--- config.mk ---
export PLATFORM = sky130hd
export DESIGN_NAME = buzzer_pattern_priority_sequencer_core
export DESIGN_NICKNAME = d
export VERILOG_FILES = /design/src/design/bpps_pkg.sv /design/src/design/bpps_cell.sv /design/src/design/bpps_seq.sv /design/src/design/buzzer_pattern_priority_sequencer_core.sv
export VERILOG_INCLUDE_DIRS = /design/src /design/src/design
export SDC_FILE = /design/constraint.sdc
export NUM_CORES = 1
export LEC_CHECK = 0
export BUFFER_PORTS_ARGS = -buffer_cell sky130_fd_sc_hd__buf_4
export CAP_MARGIN = 5
export CORE_MARGIN = 4
export CORE_UTILIZATION = 65
export DETAILED_ROUTE_END_ITERATION = 8
export HOLD_SLACK_MARGIN = 0.05
export PLACE_DENSITY_LB_ADDON = 0.12
export SYNTH_ARGS = -nofsm -noshare
export SYNTH_HDL_FRONTEND = slang
export SYNTH_HIERARCHICAL = 1
export SYNTH_SLANG_ARGS = --single-unit
--- constraint.sdc ---
create_clock -name clk -period 7.89 [get_ports clk]
set_input_delay 1.578 -clock clk [delete_from_list [all_inputs] [get_ports clk]]
set_output_delay 1.578 -clock clk [all_outputs]
set_load 0.05 [all_outputs]
--- src/design/assert_macros.svh ---
// assertion macros used by the top-level rtl file
`ifndef ASSERT_MACROS_SVH
`define ASSERT_MACROS_SVH

// expression must hold at every clock edge outside reset
`define ASSERT_ALWAYS(label, clk, rst_n, expr, msg) \
	label: assert property (@(posedge clk) disable iff (!rst_n) (expr)) else $error(msg);

// consequent must hold whenever the antecedent holds
`define ASSERT_IMPLIES(label, clk, rst_n, ante, cons, msg) \
	label: assert property (@(posedge clk) disable iff (!rst_n) (ante) |-> (cons)) else $error(msg);

`endif

--- src/design/bpps_pkg.sv ---
// shared types, constants and pattern tables of the buzzer sequencer
`default_nettype none

package bpps_pkg;

	localparam int unsigned QUEUE_DEPTH = 8;
	localparam int unsigned CNT_W       = $clog2(QUEUE_DEPTH + 1);

	typedef enum logic [1:0] {
		CMD_TICK   = 2'd0,
		CMD_PLAY   = 2'd1,
		CMD_CUSTOM = 2'd2,
		CMD_MUTE   = 2'd3
	} cmd_t;

	localparam logic [2:0] PAT_CLICK    = 3'd0;
	localparam logic [2:0] PAT_SUCCESS  = 3'd1;
	localparam logic [2:0] PAT_WARNING  = 3'd2;
	localparam logic [2:0] PAT_CRITICAL = 3'd3;
	localparam logic [2:0] PAT_CUSTOM   = 3'd4;

	typedef struct packed {
		logic [2:0]  pattern;
		logic [15:0] length;
	} item_t;

	// queue control broadcast to every cell
	typedef struct packed {
		logic       ins;
		logic       deq;
		logic [1:0] prio;
		item_t      item;
	} qctrl_t;

	// sequencer status toward the top level
	typedef struct packed {
		logic muted;
		logic busy;
		logic drive;
		logic deq;
	} seq_stat_t;

	function automatic logic [1:0] prio_of(input logic [2:0] p);
		logic [1:0] r;
		r = 2'd0;
		unique case (p)
			PAT_CRITICAL: r = 2'd3;
			PAT_WARNING:  r = 2'd2;
			PAT_SUCCESS:  r = 2'd1;
			default:      r = 2'd0;
		endcase
		return r;
	endfunction

	function automatic logic [2:0] seg_count(input logic [2:0] p);
		logic [2:0] r;
		r = 3'd1;
		unique case (p)
			PAT_SUCCESS:  r = 3'd3;
			PAT_WARNING:  r = 3'd3;
			PAT_CRITICAL: r = 3'd5;
			default:      r = 3'd1;
		endcase
		return r;
	endfunction

	function automatic logic [15:0] seg_len(input logic [2:0] p, input logic [2:0] idx,
		input logic [15:0] custom);
		logic [15:0] r;
		r = 16'd0;
		if (p[2]) begin
			r = custom;
		end else begin
			unique case (p[1:0])
				PAT_CLICK[1:0]:    r = (idx == 3'd0) ? 16'd60 : 16'd0;
				PAT_SUCCESS[1:0]:  r = (idx < 3'd3) ? 16'd80 : 16'd0;
				PAT_WARNING[1:0]:  r = (idx < 3'd3) ? 16'd90 : 16'd0;
				default: begin
					if (idx >= 3'd5)
						r = 16'd0;
					else
						r = idx[0] ? 16'd80 : 16'd140;
				end
			endcase
		end
		return r;
	endfunction

endpackage

`default_nettype wire

--- src/design/bpps_cell.sv ---
// one slot of the sorted request queue, shifts toward either neighbor
`default_nettype none

module bpps_cell (
	input  wire logic            clk,
	input  wire bpps_pkg::qctrl_t ctrl,
	input  wire logic            vld,
	input  wire logic            left_vld,
	input  wire logic            left_gt,
	input  wire bpps_pkg::item_t left_item,
	input  wire bpps_pkg::item_t right_item,
	output bpps_pkg::item_t      item_q,
	output logic                 gt
);
	import bpps_pkg::*;

	// slot holds a lower priority than the incoming request
	assign gt = vld && (prio_of(item_q.pattern) < ctrl.prio);

	always_ff @(posedge clk) begin
		if (ctrl.deq) begin
			item_q <= right_item;
		end else if (ctrl.ins && (gt || !vld)) begin
			if (left_gt)
				item_q <= left_item;
			else if (left_vld)
				item_q <= ctrl.item;
		end
	end

endmodule

`default_nettype wire

--- src/design/bpps_seq.sv ---
// segment sequencer: mute flag, active pattern and millisecond timing
`default_nettype none

module bpps_seq (
	input  wire logic             clk,
	input  wire logic             arst_n,
	input  wire logic             fire,
	input  wire logic [1:0]       cmd,
	input  wire logic             mute,
	input  wire logic             q_nonempty,
	input  wire bpps_pkg::item_t  head,
	output bpps_pkg::seq_stat_t   stat
);
	import bpps_pkg::*;

	logic        muted_q;
	logic        busy_q;
	logic        drive_q;
	logic [2:0]  pat_q;
	logic [15:0] len_q;
	logic [2:0]  idx_q;
	logic [15:0] rem_q;

	logic        tick;
	logic [15:0] rem_dec;
	logic [2:0]  idx_nxt;

	assign tick    = fire && (cmd == CMD_TICK);
	assign rem_dec = (rem_q != 16'd0) ? rem_q - 16'd1 : 16'd0;
	assign idx_nxt = idx_q + 3'd1;

	assign stat.muted = muted_q;
	assign stat.busy  = busy_q;
	assign stat.drive = drive_q;
	assign stat.deq   = tick && !busy_q && q_nonempty;

	always_ff @(posedge clk or negedge arst_n) begin
		if (!arst_n) begin
			muted_q <= 1'b0;
			busy_q  <= 1'b0;
			drive_q <= 1'b0;
			pat_q   <= 3'd0;
			len_q   <= 16'd0;
			idx_q   <= 3'd0;
			rem_q   <= 16'd0;
		end else if (fire) begin
			if (cmd == CMD_MUTE) begin
				muted_q <= mute;
				if (mute)
					drive_q <= 1'b0;
			end else if (cmd == CMD_TICK) begin
				if (busy_q) begin
					rem_q <= rem_dec;
					if (rem_dec == 16'd0) begin
						if (idx_nxt >= seg_count(pat_q)) begin
							busy_q  <= 1'b0;
							drive_q <= 1'b0;
						end else begin
							idx_q   <= idx_nxt;
							rem_q   <= seg_len(pat_q, idx_nxt, len_q);
							drive_q <= !idx_nxt[0] && !muted_q;
						end
					end
				end else if (q_nonempty) begin
					pat_q <= head.pattern;
					len_q <= head.length;
					// muted heads and empty custom beeps are dropped here
					if (!muted_q && !(head.pattern[2] && head.length == 16'd0)) begin
						busy_q  <= 1'b1;
						idx_q   <= 3'd0;
						rem_q   <= seg_len(head.pattern, 3'd0, head.length);
						drive_q <= 1'b1;
					end
				end
			end
		end
	end

endmodule

`default_nettype wire

--- src/design/buzzer_pattern_priority_sequencer_core.sv ---
// top level of the buzzer pattern priority sequencer
`default_nettype none
`include "assert_macros.svh"

// Buzzer pattern priority sequencer. Each request carries a command: a
// one-millisecond tick, a play-pattern request, a custom beep request or
// a mute setting. Pattern and custom requests are held in a sorted queue
// built as a chain of identical slots; a new request is inserted behind
// every request of equal or higher priority (critical 3, warning 2,
// success 1, click and custom 0), and the slots behind it shift one place
// in the same cycle. A tick on an idle sequencer removes the head and all
// slots shift toward the head. Requests are dropped while muted or when
// all slots are full. Each request is taken into the result register,
// one result per request, which appears there in the next cycle
// and reflects the state after that request. The block takes
// the next request as soon as the result has been taken (or in the same
// cycle it is taken), so the sustained rate is one request per cycle when
// the result side never stalls. The result register is the block state
// itself, so the request side stalls while a result is held.
module buzzer_pattern_priority_sequencer_core (
	input  wire logic        clk,
	input  wire logic        arst_n,
	input  wire logic        req_valid,
	output logic             req_stall,
	input  wire logic [1:0]  cmd,
	input  wire logic [2:0]  pattern,
	input  wire logic [15:0] duration_ms,
	input  wire logic        mute,
	output logic             res_valid,
	input  wire logic        res_stall,
	output logic             buzzer_on,
	output logic             muted_now,
	output logic [3:0]       queued_count,
	output logic             accepted,
	output logic             playing
);
	import bpps_pkg::*;

	logic             res_valid_q;
	logic             acc_q;
	logic [CNT_W-1:0] cnt_q;

	logic             req_fire;
	logic             is_req;
	logic             ins;
	item_t            new_item;
	qctrl_t           q_ctrl;
	seq_stat_t        stat;

	item_t            cell_item [QUEUE_DEPTH];
	logic             cell_gt   [QUEUE_DEPTH];
	logic             cell_vld  [QUEUE_DEPTH];

	// one result register stands between the two sides
	assign req_stall = res_valid_q && res_stall;
	assign req_fire  = req_valid && !req_stall;

	// request decode: custom beeps enter as pattern custom with their length
	assign is_req   = (cmd == CMD_PLAY) || (cmd == CMD_CUSTOM);
	assign new_item.pattern = (cmd == CMD_CUSTOM) ? PAT_CUSTOM : pattern;
	assign new_item.length  = (cmd == CMD_CUSTOM) ? duration_ms : 16'd0;
	assign ins = req_fire && is_req && !stat.muted && (cnt_q < CNT_W'(QUEUE_DEPTH));

	assign q_ctrl.ins  = ins;
	assign q_ctrl.deq  = stat.deq;
	assign q_ctrl.prio = prio_of(new_item.pattern);
	assign q_ctrl.item = new_item;

	// slot chain, head at index 0
	for (genvar i = 0; i < QUEUE_DEPTH; i++) begin : g_cell
		assign cell_vld[i] = cnt_q > CNT_W'(i);
		if (i == 0) begin : g_head
			bpps_cell u_cell (
				.clk        (clk),
				.ctrl       (q_ctrl),
				.vld        (cell_vld[i]),
				.left_vld   (1'b1),
				.left_gt    (1'b0),
				.left_item  (new_item),
				.right_item ((QUEUE_DEPTH > 1) ? cell_item[(i + 1) % QUEUE_DEPTH] : cell_item[i]),
				.item_q     (cell_item[i]),
				.gt         (cell_gt[i])
			);
		end else begin : g_body
			bpps_cell u_cell (
				.clk        (clk),
				.ctrl       (q_ctrl),
				.vld        (cell_vld[i]),
				.left_vld   (cell_vld[i-1]),
				.left_gt    (cell_gt[i-1]),
				.left_item  (cell_item[i-1]),
				.right_item ((i == QUEUE_DEPTH - 1) ? cell_item[i] :
					cell_item[(i + 1) % QUEUE_DEPTH]),
				.item_q     (cell_item[i]),
				.gt         (cell_gt[i])
			);
		end
	end

	bpps_seq u_seq (
		.clk        (clk),
		.arst_n     (arst_n),
		.fire       (req_fire),
		.cmd        (cmd),
		.mute       (mute),
		.q_nonempty (cnt_q != '0),
		.head       (cell_item[0]),
		.stat       (stat)
	);

	// fill count and result handshake
	always_ff @(posedge clk or negedge arst_n) begin
		if (!arst_n) begin
			cnt_q       <= '0;
			acc_q       <= 1'b0;
			res_valid_q <= 1'b0;
		end else begin
			if (ins)
				cnt_q <= cnt_q + CNT_W'(1);
			else if (stat.deq)
				cnt_q <= cnt_q - CNT_W'(1);
			if (req_fire) begin
				acc_q       <= ins;
				res_valid_q <= 1'b1;
			end else if (!res_stall) begin
				res_valid_q <= 1'b0;
			end
		end
	end

	assign res_valid    = res_valid_q;
	assign buzzer_on    = stat.drive;
	assign muted_now    = stat.muted;
	assign queued_count = 4'(cnt_q);
	assign accepted     = acc_q;
	assign playing      = stat.busy;

	`ASSERT_ALWAYS(a_cnt_bound, clk, arst_n, cnt_q <= CNT_W'(QUEUE_DEPTH), "queue count overflow")
	`ASSERT_ALWAYS(a_ins_deq_excl, clk, arst_n, !(q_ctrl.ins && q_ctrl.deq), "insert and remove together")
	`ASSERT_IMPLIES(a_drive_busy, clk, arst_n, stat.drive, stat.busy, "buzzer driven while idle")
	`ASSERT_IMPLIES(a_cnt_hold, clk, arst_n, !$past(req_fire), $stable(cnt_q), "count moved without request")

endmodule

`default_nettype wire

==> impl_metrics.toml <==
[drt]
route.met3.wl_mm = 1.30
top_layer = "met4"
wl_per_cell_um = 19.3
drt_iter0_drc = 814
wl_met2_mm = 13.0
vias = 8609
wl_met1_mm = 12.3
drcViolationCount = 0
drtPass1Iterations = 5
routed_wl_mm = 26.9
viasPerCell = 6.17
antenna_left = 0

[clocking]
cts_root_buffer = "clkbuf_16"
h-tree-depth = 4
cts_resized = 0
clk_pin_slew_ns = 0.08
cts_tree = "built"
clockBufferDepth = 2
cts_buffers = 17
cts_setup_buffers = 0
hold_buffers = 0
clk_latency_ns = 0.43
numClockSinks = 199

[setup_path]
required_ns = 7.95
startpoint_type = "primary input"
worstSetupEndpointType = "flip-flop"
worstPathMaxFanout = 20
worstSetupPathType = "primary input to flip-flop"
cp.arrival_ns = 5.35

[cells_and_area]
syn2layout_area_growth_pct = 6.60
final_cell_area_mm2 = 0.0128
fin_nets = 1203
fin_cells = 1395
drive_gt1_share_pct = 12.4
diodes = 0

[sta]
finalCriticalPeriod_ns = 5.30
setup_viol = 0
finClkSkew_ns = 0.0142
relSlewSlack_pct = 23.1
fmax_mhz = 189
maxSlewViolCount = 0
tightest_slew_ns = 1.15
hold_violations = 0
timing.final.crit_share_pct = 67.1
tns_ns = 0
rsz0062_at_grt = "no"

[grt]
grt_pass1_wl_mm = 43.8
grt_max_degree = 119
gr-total-overflow = 0
antenna_found_initial = 0
grt.total_usage_pct = 26.8
grt_pass1_vias = 8411

[die]
fp.coreArea_mm2 = 0.0180
die-area_mm2 = 0.0207
row_count = 49
start_util_pct = 66.5
die_h_um = 144
die-width_um = 144
ios = 36

[synth]
yosysWarnings = 6
synth_area_mm2 = 0.0120
avgSynthCellArea_um2 = 10.4
syn_inst = 1156

[power]
leakage_uw = 0.00468
vdd_drop_max_mv = 0.214
powerDensity_mw_per_mm2 = 251
power_uw = 3210

[job]
cap_violations = 0

[worst_hold_path]
hp-class = "flip-flop to flip-flop"

[place]
port-buffer-count = 35
dp_cells = 1363
placed_area_mm2 = 0.0122
gp_congestion = 0.881
dp_hpwl_mm = 18.9

[status]
status = "completed"
## critical path: stages
cell and delay [ns]:
buf_4 0.09, inv_1 0.04, ha_1 0.40, nor2b_1 0.64, nor2b_1 0.57, inv_1 0.10, ha_1 0.33, nand3b_1 0.12
nand3_1 0.10, nor2_2 0.08, buf_4 0.31, o21ai_0 0.18, o21bai_2 0.79
## stage by stage
| stage | setup WS [ns] | hold slack [ns] | utilization (%) |
|---|---|---|---|
| floorplan | 2.91 | 0.480 | - |
| global placement | 2.31 | 0.492 | 67.6 |
| detailed placement | 2.19 | 0.501 | 67.6 |
| CTS | 2.63 | 0.518 | 70.9 |
| global route | 2.28 | 0.537 | 70.9 |
| finish | 2.59 | 0.521 | 70.9 |
## area by class of cell
| type | count | area (um2) |
|---|---|---|
| inverters | 47 | 176 |
| well taps | 229 | 287 |
| clock buffers | 17 | 425 |
| clock inverters | 15 | 178 |
| fillers | 1336 | 5240 |
| multi-input cells | 839 | 5610 |
| repair buffers | 49 | 368 |
| flip-flops and latches | 199 | 5740 |
## placed cells by master, fill, tap and decap left out, types with 5 or more instances in the layout
cell type,count
a211oi_1,7
a21oi_1,20
a221oi_1,7
a31oi_1,9
and2_1,19
buf_4,49
clkbuf_16,17
clkinv_8,5
dfrtp_1,47
edfxtp_1,152
ha_1,24
inv_1,47
inv_8,5
mux2_2,19
mux2i_1,156
nand2_1,179
nand2b_1,11
nand3_1,16
nand3b_1,10
nand4_1,6
nor2_1,22
nor2_2,7
nor2b_1,20
nor3_1,16
nor4_1,8
o211ai_1,6
o21ai_0,41
o21ai_1,145
o21ai_2,8
o21bai_2,7
o31ai_1,5
## state kept, by name, summed over array words and instances (netlist names)
signal                       count
u_seq/len_q                     16
g_cell.g_head.u_cell/item_q     19
u_seq/drive_q                    1
u_seq/rem_q                     16
u_seq/idx_q                      3
g_cell.g_body.u_cell/item_q    133
accepted                         1
u_seq/busy_q                     1
queued_count                     4
u_seq/pat_q                      3
u_seq/muted_q                    1
res_valid                        1
## worst paths after layout
kind / startpoint / to / slack [ns] / cells past startpoint
worst max-delay path: cmd[0] / g_cell[2].g_body.u_cell/item_q[4] / 2.59 / 13
worst min-delay path: accepted / accepted / 0.52 / 1
worst max register to register: queued_count[0] / g_cell[4].g_body.u_cell/item_q[11] / 4.36 / 6
worst min register to register: accepted / accepted / 0.52 / 1
max in group asynchronous: arst_n / u_seq/len_q[7] / 6.31 / 1
min in group asynchronous: arst_n / u_seq/muted_q / 1.14 / 1
## where the power goes
group	internal (uW)	switching [uW]	total [uW]
clock network	431	448	879
registers	1290	155	1440
logic	360	532	893
## per-layer routing
metal	global-route usage [%]	vias to the layer above
met1	38.2	4147
met4	6.69	0
met3	3.83	26
met2	43.7	241
li1	-	4195
met5	0	-
No activity file was read; power rests on OpenSTA's default activity.
